--- config.mk ---
export PLATFORM = sky130hd
export DESIGN_NAME = positional_char_list_core
export DESIGN_NICKNAME = d
export VERILOG_FILES = /design/src/plc_pkg.sv /design/src/positional_char_list_core.sv /design/src/plc_ram.sv
export SDC_FILE = /design/constraint.sdc
export NUM_CORES = 1
export LEC_CHECK = 0
export BUFFER_PORTS_ARGS = -buffer_cell sky130_fd_sc_hd__buf_4
export CAP_MARGIN = 0
export CORE_MARGIN = 2
export CORE_UTILIZATION = 68
export CTS_BUF_LIST = sky130_fd_sc_hd__clkbuf_4 sky130_fd_sc_hd__clkbuf_8 sky130_fd_sc_hd__clkbuf_16
export DETAILED_ROUTE_END_ITERATION = 8
export MAX_ROUTING_LAYER = met4
export PLACE_DENSITY = 0.85
export SKIP_LAST_GASP = 1
export SYNTH_ARGS = -nofsm -noshare
export SYNTH_HDL_FRONTEND = slang
export SYNTH_SLANG_ARGS = --single-unit
--- constraint.sdc ---
create_clock -name clk -period 6.6 [get_ports clk]
set_input_delay 0.66 -clock clk [delete_from_list [all_inputs] [get_ports clk]]
set_output_delay 0.66 -clock clk [all_outputs]
set_load 0.01 [all_outputs]
--- src/plc_pkg.sv ---
// plc_pkg: shared constants, codes and types for the positional byte list
// no dependencies; imported by the core and its checker

package plc_pkg;

  localparam int CAPACITY = 64;
  localparam int ADDR_W   = $clog2(CAPACITY);
  localparam int CNT_W    = $clog2(CAPACITY + 1);
  localparam int CMP_W    = 8;
  localparam int FUNC_W   = 2;
  localparam int POS_W    = 7;
  localparam int CHAR_W   = 8;
  localparam int STAT_W   = 2;

  typedef enum logic [FUNC_W-1:0] {
    FN_INSERT   = 2'd0,
    FN_REMOVE   = 2'd1,
    FN_READ     = 2'd2,
    FN_READ_ALL = 2'd3
  } func_t;

  typedef enum logic [STAT_W-1:0] {
    ST_OK     = 2'd0,
    ST_BADPOS = 2'd1,
    ST_FULL   = 2'd2,
    ST_EMPTY  = 2'd3
  } status_t;

  typedef enum logic [3:0] {
    S_IDLE = 4'b0001,
    S_INS  = 4'b0010,
    S_REM  = 4'b0100,
    S_DUMP = 4'b1000
  } state_t;

endpackage

--- src/positional_char_list_core.sv ---
// positional_char_list_core: ordered byte list with insert, remove, read one, read all
// depends on plc_pkg and plc_ram
//
//   channel   signals                          handshake
//   command   func, position, char_in          start & !busy
//   result    status, char_out, last           strobe, one cycle, no stall
//
// an error or empty result comes in the cycle after the command; read one reads its entry through the ram
// insert moves entries position..count up, none when appending, remove those after
// position down, with one ram read and one ram write per cycle while entries are shifted
// read all gives one result per cycle, each read through the registered ram read port
// reset is synchronous and empties the list; no clearing pass of the ram
// busy is high while a command is at work; results cannot be held off

module positional_char_list_core (
  input  logic                        clk,
  input  logic                        rst,
  input  logic                        start,
  output logic                        busy,
  input  logic [plc_pkg::FUNC_W-1:0]  func,
  input  logic [plc_pkg::POS_W-1:0]   position,
  input  logic [plc_pkg::CHAR_W-1:0]  char_in,
  output logic                        strobe,
  output logic [plc_pkg::STAT_W-1:0]  status,
  output logic [plc_pkg::CHAR_W-1:0]  char_out,
  output logic                        last
);

  import plc_pkg::*;

  state_t            state;
  logic [CNT_W-1:0]  count;
  logic [CNT_W-1:0]  pos_r;
  logic [CNT_W-1:0]  ptr;
  logic [CNT_W-1:0]  lim;
  logic [CHAR_W-1:0] ch;
  logic [CHAR_W-1:0] val;
  logic              is_rem;
  logic              first;
  logic              pend;
  logic              pend_first;
  logic              pend_last;
  logic [ADDR_W-1:0] pend_addr;

  logic              we;
  logic [ADDR_W-1:0] waddr;
  logic [CHAR_W-1:0] wdata;
  logic [ADDR_W-1:0] raddr;
  logic [CHAR_W-1:0] rdata;

  logic              accept;
  logic [CMP_W-1:0]  pos_c;
  logic [CMP_W-1:0]  cnt_c;
  logic              ins_go;
  logic              rem_go;
  logic              dump_go;

  assign busy    = (state != S_IDLE);
  assign accept  = start && !busy;
  assign pos_c   = CMP_W'(position);
  assign cnt_c   = CMP_W'(count);
  assign ins_go  = (ptr >= pos_r);
  assign rem_go  = (ptr < lim);
  assign dump_go = (ptr < count);

  plc_ram #(
    .WIDTH (CHAR_W),
    .DEPTH (CAPACITY)
  ) u_ram (
    .clk   (clk),
    .we    (we),
    .waddr (waddr),
    .wdata (wdata),
    .raddr (raddr),
    .rdata (rdata)
  );

  always_comb begin
    raddr = '0;
    we    = 1'b0;
    waddr = pend_addr;
    wdata = rdata;
    case (state)
      S_INS: begin
        raddr = ADDR_W'(ptr - 1'b1);
        if (pend) begin
          we = 1'b1;
        end else if (!ins_go) begin
          we    = 1'b1;
          waddr = ADDR_W'(pos_r - 1'b1);
          wdata = ch;
        end
      end
      S_REM: begin
        raddr = ADDR_W'(ptr);
        we    = pend && !pend_first && is_rem;
      end
      S_DUMP: begin
        raddr = ADDR_W'(ptr);
      end
      default: begin
        raddr = '0;
      end
    endcase
  end

  always_ff @(posedge clk) begin
    if (rst) begin
      state  <= S_IDLE;
      count  <= '0;
      strobe <= 1'b0;
      pend   <= 1'b0;
    end else begin
      strobe <= 1'b0;
      case (state)
        S_IDLE: begin
          pend <= 1'b0;
          if (accept) begin
            case (func_t'(func))
              FN_INSERT: begin
                if (position == '0 || pos_c > cnt_c + 1'b1) begin
                  strobe <= 1'b1; status <= ST_BADPOS; char_out <= '0; last <= 1'b1;
                end else if (cnt_c == CMP_W'(CAPACITY)) begin
                  strobe <= 1'b1; status <= ST_FULL; char_out <= '0; last <= 1'b1;
                end else begin
                  state <= S_INS;
                  ptr   <= count;
                  pos_r <= CNT_W'(position);
                  ch    <= char_in;
                end
              end
              FN_REMOVE, FN_READ: begin
                if (position == '0 || pos_c > cnt_c) begin
                  strobe <= 1'b1; status <= ST_BADPOS; char_out <= '0; last <= 1'b1;
                end else begin
                  state  <= S_REM;
                  pos_r  <= CNT_W'(position);
                  ptr    <= CNT_W'(position - 1'b1);
                  is_rem <= (func_t'(func) == FN_REMOVE);
                  lim    <= (func_t'(func) == FN_REMOVE) ? count : CNT_W'(position);
                  first  <= 1'b1;
                end
              end
              FN_READ_ALL: begin
                if (count == '0) begin
                  strobe <= 1'b1; status <= ST_EMPTY; char_out <= '0; last <= 1'b1;
                end else begin
                  state <= S_DUMP;
                  ptr   <= '0;
                end
              end
              default: begin
                state <= S_IDLE;
              end
            endcase
          end
        end
        S_INS: begin
          pend      <= ins_go;
          pend_addr <= ADDR_W'(ptr);
          if (ins_go) begin
            ptr <= ptr - 1'b1;
          end else if (!pend) begin
            count    <= count + 1'b1;
            strobe   <= 1'b1;
            status   <= ST_OK;
            char_out <= ch;
            last     <= 1'b1;
            state    <= S_IDLE;
          end
        end
        S_REM: begin
          pend       <= rem_go;
          pend_first <= first;
          pend_addr  <= ADDR_W'(ptr - 1'b1);
          if (pend && pend_first) begin
            val <= rdata;
          end
          if (rem_go) begin
            ptr   <= ptr + 1'b1;
            first <= 1'b0;
          end else if (!pend) begin
            if (is_rem) begin
              count <= count - 1'b1;
            end
            strobe   <= 1'b1;
            status   <= ST_OK;
            char_out <= val;
            last     <= 1'b1;
            state    <= S_IDLE;
          end
        end
        S_DUMP: begin
          pend      <= dump_go;
          pend_last <= (ptr == count - 1'b1);
          if (dump_go) begin
            ptr <= ptr + 1'b1;
          end
          if (pend) begin
            strobe   <= 1'b1;
            status   <= ST_OK;
            char_out <= rdata;
            last     <= pend_last;
            if (!dump_go) begin
              state <= S_IDLE;
            end
          end
        end
        default: begin
          state <= S_IDLE;
        end
      endcase
    end
  end

endmodule

--- src/plc_ram.sv ---
// plc_ram: generic simple dual-port ram, one write and one registered read port
// no dependencies

module plc_ram #(
  parameter int WIDTH = 8,
  parameter int DEPTH = 64
) (
  input  logic                     clk,
  input  logic                     we,
  input  logic [$clog2(DEPTH)-1:0] waddr,
  input  logic [WIDTH-1:0]         wdata,
  input  logic [$clog2(DEPTH)-1:0] raddr,
  output logic [WIDTH-1:0]         rdata
);

  logic [WIDTH-1:0] mem [DEPTH];

  always_ff @(posedge clk) begin
    if (we) begin
      mem[waddr] <= wdata;
    end
    rdata <= mem[raddr];
  end

endmodule

==> results of run 1 <==
==> per-stage QoR <==
stage / hold WS (ps) / instance area (sq um) / std cells / setup WS [ps] / utilization [%]
2_1_floorplan: 400 / 25900 / 1808 / 2700 / -
3_3_place_gp: 404 / 26500 / 2287 / 2080 / 70.5
3_5_place_dp: 405 / 26500 / 2287 / 1990 / 70.5
4_1_cts: 211 / 28500 / 2391 / 1930 / 75.9
5_1_grt: 216 / 28500 / 2392 / 1660 / 75.9
6_report: 226 / 28500 / 2392 / 1830 / 75.9
==> power by group <==
group / switching, mW / internal, mW / total, mW
combinational: 0.926 / 0.375 / 1.30
sequential: 0.0958 / 4.46 / 4.55
clock: 1.41 / 2.09 / 3.50
total: 2.43 / 6.93 / 9.35
==> path summary, 6_finish.rpt <==
check	startpoint	cells after the start	endpoint
setup / recovery	ptr[0]	11	u_ram.mem[19][3]
hold / removal	char_in[6]	1	ch[6]
setup reg to reg	ptr[0]	11	u_ram.mem[19][3]
hold reg to reg	first	0	pend_first
==> synthesized netlist by cell type, drive strengths merged, types with 26 or more instances <==
cell type  count
xnor2         33
o22ai         45
mux4          66
nand3         68
clkbuf        40
buf           58
ha            44
mux2          26
nand2        241
o21ai         45
inv           43
nor3          49
nor2         135
edfxtp       570
a21oi         56
==> metal layers <==
layer  vias to the layer above  part of all wire (%)  GRT usage [%]  routed length (um)
met5                         -                     0              -                   0
met4                         0                   5.1           16.2                3470
met3                       305                    13           8.15                8790
met2                      1403                    47           55.3               31700
met1                      8074                    35           47.2               23700
li1                       6992                     -              -                   -
==> flip-flops by register name (all words and copies together) (netlist names) <==
name         flops
status           2
ch               8
lim              7
u_ram.rdata      8
strobe           1
is_rem           1
u_ram.mem      512
pend             1
pos_r            7
pend_last        1
first            1
state            4
pend_addr        6
ptr              7
count            7
pend_first       1
val              8
last             1
char_out         8
==> worst max-delay path, stage by stage (launching register included) <==
cell,delay (ps)
edfxtp_1,600
inv_1,200
ha_1,310
nand2b_1,150
a21o_1,170
a21oi_1,180
o21ai_1,150
a2111oi_4,360
buf_4,410
mux2i_1,640
nand2b_1,440
nor2_1,770
==> layout make-up <==
class                   instances  area [sq um]  area share, %
repair buffers                 66           495           1.74
multi-input cells            1075          7670           26.9
diodes                          1          2.50        0.00878
flip-flops and latches        591         17500           61.5
clock buffers                  70          1550           5.43
well taps                     511           639           2.24
clock inverters                34           459           1.61
inverters                      44           165          0.579
==> cell families after synthesis <==
| logic type | share of synthesized area (%) |
|---|---|
| adder cells (fa/ha/maj) | 2.13 |
| flip-flops | 67.8 |
| AO/OA/AOI/OAI | 6.97 |
| XOR/XNOR | 1.29 |
| multiplexers | 7.49 |
| buffers and inverters | 2.75 |
| AND/OR/NAND/NOR | 11.6 |
==> run_results.csv, run 1 <==
group,metric,value,unit
status,status,"finished clean",
yosys,synth_area_leaders,"edfxtp_1, mux4_2, nand2_1",
yosys,syn_area,25900,sq um
die,die_h,199,um
layout,final_common_cell,"edfxtp_1",
grt,grt_pass1_vias,16360,
clock_network,clk_pin_slew,60,ps
timing,skew,28.8,ps
worst_setup_path,cp-end-kind,"flop",
power_and_ir_drop,irDropWorstVdd,0.239,mV
drt,vias,16774,
yosys,ys.flop_type,"edfxtp_1",
drt,ant_nets,0,
timing,rsz0062_at_grt,"no",
drt,drc_errors,0,
clock_network,cts_resized,0,
timing,worstMarginPinSlew,1340,ps
clock_network,worst_skew_pair.late_latency,620,ps
clock_network,root_buffer,"clkbuf_16",
drt,firstDrtPassIters,7,
placed_design,gp_congestion,0.983,
yosys,synth_cells,1808,
yosys,ys_types,86,
placed_design,hpwl,41700,um
timing,min_period,4770,ps
power_and_ir_drop,total_leakage_power,9.43,nW
clock_network,htree_levels,2,
die,die_area,39600,sq um
yosys,ys_ff_latch,591,
timing,final-setup-viol-count,0,
yosys,yosysWarnings,0,
clock_network,cts.sinks,591,
drt,first_iter_violations,2694,
hold_path,hold_class,"input pin to flop",
yosys,synth.largest_area_cell,"edfxtp_1",
layout,fillers,2066,
timing,slew_viol_final,0,
drt,post_drt_wl_per_cell,28.3,um
clock_network,clock_path_buffers,3,
die,ios,33,
die,fp.dieW,199,um
timing,relSlewSlack,10.4,%
clock_network,cts-buffers-inserted,56,
yosys,avgSynthCellArea,14.3,sq um
timing,finalHoldViolCount,0,
timing,fmax,210,MHz
clock_network,hold_buffers,0,
grt,grt_max_degree,68,
timing,fin_setup_tns,0,ps
power_and_ir_drop,cellPowerDensity,328,nW/um^2
worst_setup_path,arrival,5010,ps
layout,drive_above_1_share,15.3,%
grt,grt_usage,36.2,%
drt,vias_per_cell,7.01,
yosys,synthArstFlopShare,0,%
grt,antenna_found_initial,1,
grt,grt_pass1_wl,101000,um
grt,grt-ovfl-total,0,
layout,syn_to_final_growth,10.2,%
worst_setup_path,ff2ff_setup_slack,1830,ps
placed_design,port_buffers,32,
die,start_util,68.9,%
timing,fin_crit_sh,72.3,%
worst_setup_path,worst_setup_path_start_kind,"flop",
worst_setup_path,critical_path_class,"flop to flop",
clock_network,cts_tree,"yes",
layout,final_nets,1898,
die,rows,71,
clock_network,postCtsSetupBuffers,0,
worst_setup_path,required,6840,ps
yosys,synth.net_count,1872,
power_and_ir_drop,total_power,9.35,mW
drt,wl,67700,um
layout,layout_common_cells,"edfxtp_1, nand2_1, nor2_1",
worst_setup_path,crit_fanout,32,
yosys,synth_edf_count,570,
flow_run,max_cap_violations,0,
yosys,yosys.area.top_type_share,66.1,%
die,core_area,37600,sq um
yosys,yosysSeqAreaShare,67.8,%
Note: power is estimated with default switching activity, not from simulation.
==> run 2: changes to the inputs <==
- ABC_AREA: unset -> 1
- CORE_UTILIZATION: 68 -> 63
- PLACE_DENSITY: 0.85 -> 0.8
- clock period: 6.6 -> 4.97 ns (I/O delays scaled with it)
==> run 2 against run 1 <==
Setup slack lost 840 ps. Total power increased by 63%. Sequential share of layout area shrank 4.3 points. Clock power rose by 34%. Register-to-register slack got worse by 840 ps. Via count rose by 20%. Synthesized cell count is 49% higher. Critical path depth increased by 2. Hold slack worse by 170 ps. Largest cell class unchanged. Flip-flop and latch count stayed put. Highest routed layer unchanged.
==> run_results.csv, run 2 <==
group,metric,value,unit
worst_setup_path,r2r-start,"ptr[2]",
hold_path,hold_depth,1,
drt,ant_nets,0,
yosys,synth-xor-area-share,0.783,%
yosys,ys_types,42,
grt,grt_use_met3,5.14,%
grt,grt_usage,31.7,%
worst_setup_path,cp-end-kind,"flop",
power_and_ir_drop,cellPowerDensity,496,nW/um^2
worst_setup_path,cp_common_cell,"nand2_1",
layout,syn_to_final_growth,9.61,%
yosys,synth_fa_ha_area_share,1.97,%
die,ios,33,
yosys,synth_common_cells,"edfxtp_1, nand3_1, nand2_1, inv_1, nand3b_1",
layout,finalNonFillerCells,3295,
yosys,syn_area,28000,sq um
clock_network,postCtsSetupBuffers,0,
die,rows,77,
grt,antenna_found_initial,0,
die,start_util,63.5,%
worst_setup_path,crit_fanout,15,
die,core_area,44000,sq um
yosys,synth_edf_count,570,
drt,vias_per_cell,6.12,
timing,worstMarginPinSlew,1310,ps
worst_setup_path,cp_slowest_cell,"nor2_1",
drt,drc_errors,0,
yosys,synth_mux_area_share,0,%
layout,final_common_cell,"edfxtp_1",
grt,met1_usage,42.0,%
layout,seq_area,17500,sq um
drt,firstDrtPassIters,6,
layout,layout_common_cells,"edfxtp_1, nand3_1, nand2_1",
worst_setup_path,critical_path.cell_chain,"ha_1 -> nand2_1 -> o21ai_1 -> nand3_1 -> nand3_2 -> nor2_4 -> nand2_4 -> inv_2 -> nand2_1 -> nand2_1 -> nor2_2 -> nand3_1 -> nor2_1",
die,die_area,46100,sq um
worst_setup_path,path_buf_inv,1,
grt,grt-busiest-layer,"met2",
clock_network,root_buffer,"clkbuf_16",
layout,multiInputGateArea,8410,sq um
yosys,yosysWarnings,0,
placed_design,port_buffers,32,
worst_setup_path,r2r-end,"u_ram.mem[44][0]",
die,fp.dieW,215,um
timing,relSlewSlack,12.6,%
drt,first_iter_violations,3017,
clock_network,clock_path_buffers,3,
placed_design,hpwl,42800,um
grt,grt-ovfl-total,0,
yosys,synth_area_leaders,"edfxtp_1, nand3_1, nand2_1",
worst_setup_path,required,5220,ps
hold_path,hold_class,"input pin to flop",
yosys,synth.net_count,2751,
yosys,ys_ff_latch,591,
worst_setup_path,worst_setup_path_start_kind,"flop",
power_and_ir_drop,total_leakage_power,12.0,nW
layout,drive_above_1_share,7.81,%
worst_setup_path,ff2ff_setup_slack,990,ps
layout,fillers,3102,
yosys,yosysSeqAreaShare,62.7,%
clock_network,cts_tree,"yes",
timing,min_period,3980,ps
grt,use_met2,50.0,%
clock_network,worst_skew_pair.late_latency,620,ps
flow_run,max_cap_violations,0,
yosys,ys.flop_type,"edfxtp_1",
clock_network,cts-buffers-inserted,57,
drt,vias,20176,
clock_network,cts.sinks,591,
hold_path,hold_path_startpoint,"char_in[7]",
clock_network,htree_levels,2,
yosys,synth_top_family_by_area,"simple AND/OR/NAND/NOR gates",
timing,fin_setup_tns,0,ps
worst_setup_path,r2r_cells,13,
yosys,avgSynthCellArea,10.4,sq um
hold_path,whs_endpoint,"ch[7]",
worst_setup_path,arrival,4240,ps
worst_setup_path,startpoint,"ptr[2]",
yosys,synthArstFlopShare,0,%
yosys,yosys.area.top_type_share,61.2,%
clock_network,cts_resized,0,
grt,grt_pass1_wl,109000,um
clock_network,hold_buffers,0,
grt,grt_max_degree,257,
yosys,synth_compound_area_share,2.50,%
layout,largest_reg_flops,512,
worst_setup_path,max_stage_delay,720,ps
grt,grt_pass1_vias,19289,
placed_design,gp_congestion,0.950,
yosys,synth_cells,2687,
clock_network,clk_pin_slew,60,ps
worst_setup_path,crit_family,"simple AND/OR/NAND/NOR gates",
layout,final_nets,2719,
drt,post_drt_wl_per_cell,21.6,um
power_and_ir_drop,irDropWorstVdd,0.463,mV
timing,fin_crit_sh,80.2,%
timing,final-setup-viol-count,0,
timing,skew,18.4,ps
drt,wl,71100,um
yosys,synth_simple_gate_area_share,24.2,%
yosys,synth.largest_area_cell,"edfxtp_1",
status,status,"finished clean",
placed_design,dp.cells,3188,
timing,finalHoldViolCount,0,
layout,largest-register,"u_ram.mem",
die,die_h,215,um
power_and_ir_drop,total_power,15.2,mW
yosys,yosysMostFrequentCell,"edfxtp_1",
timing,fmax,251,MHz
timing,rsz0062_at_grt,"no",
worst_setup_path,critical_path_class,"flop to flop",
layout,antenna_cells,0,
timing,slew_viol_final,0,
-- run 2: cell count changes after synthesis, sizes merged, moves of 23 or more --
cell	previous run	this run
nor3	49	12
nand3b	0	186
nand2	241	474
inv	43	374
o22ai	45	12
xnor2	33	6
mux2	26	0
nand3	68	577
clkbuf	40	17
mux4	66	0
buf	58	132
-- run 2: power by group --
part | total [mW] | internal (mW) | switching, mW
Sequential | 6.42 | 6.30 | 0.122
Combinational | 4.10 | 0.974 | 3.13
Clock | 4.69 | 2.84 | 1.85
-- run 2: worst max-delay path by stage --
stage | end | slack (ps) | depth (start not counted)
floorplan | u_ram.mem[0][0] | 1130 | 10
finish | u_ram.mem[44][0] | 990 | 13
CTS | u_ram.mem[16][2] | 1040 | 14
detailed placement | u_ram.mem[16][5] | 1090 | 14
global placement | u_ram.mem[12][7] | 1250 | 13
global route | u_ram.mem[18][6] | 760 | 14
-- run 2: worst reg2reg max path: stages (launching register included) --
cell and delay (ps):
edfxtp_1 620, ha_1 430, nand2_1 70, o21ai_1 120
nand3_1 100, nand3_2 120, nor2_4 50, nand2_4 160
inv_2 230, nand2_1 140, nand2_1 100, nor2_2 220
nand3_1 540, nor2_1 720
-- run 2: area by class of cell --
class	count	area share, %
clock inverter	33	1.46
inverter	376	4.60
tap	592	2.42
multi-input combinational	1571	27.4
clock buffer	74	5.22
timing repair buffer	58	1.67
sequential	591	57.2
-- run 2: logic make-up (layout without fill, tap and decap cells) --
family	Yosys count	count (layout)
AOI/OAI and AO/OA	115	115
xor gates and xnor gates	25	25
adders and majority gates	44	44
buffers and inverters	525	541
DFF	591	591
and+or+nand+nor	1387	1387
-- run 2: layer usage --
layer	vias to the layer above	share of wire, %
met2	1286	47
met1	9564	38
met4	0	4.0
met3	207	11
met5	-	0
li1	9119	-
-- run 2: metrics by stage --
stage | utilization [%] | area [sq um] | worst slack [ps] | hold WS (ps)
final | 69.6 | 30700 | 986 | 53.4
after floorplan | - | 28000 | 1130 | 400
after global routing | 69.6 | 30700 | 758 | 29.7
after global placement | 65.0 | 28600 | 1250 | 403
after CTS | 69.6 | 30700 | 1040 | 41.0
after detailed placement | 65.0 | 28600 | 1090 | 412
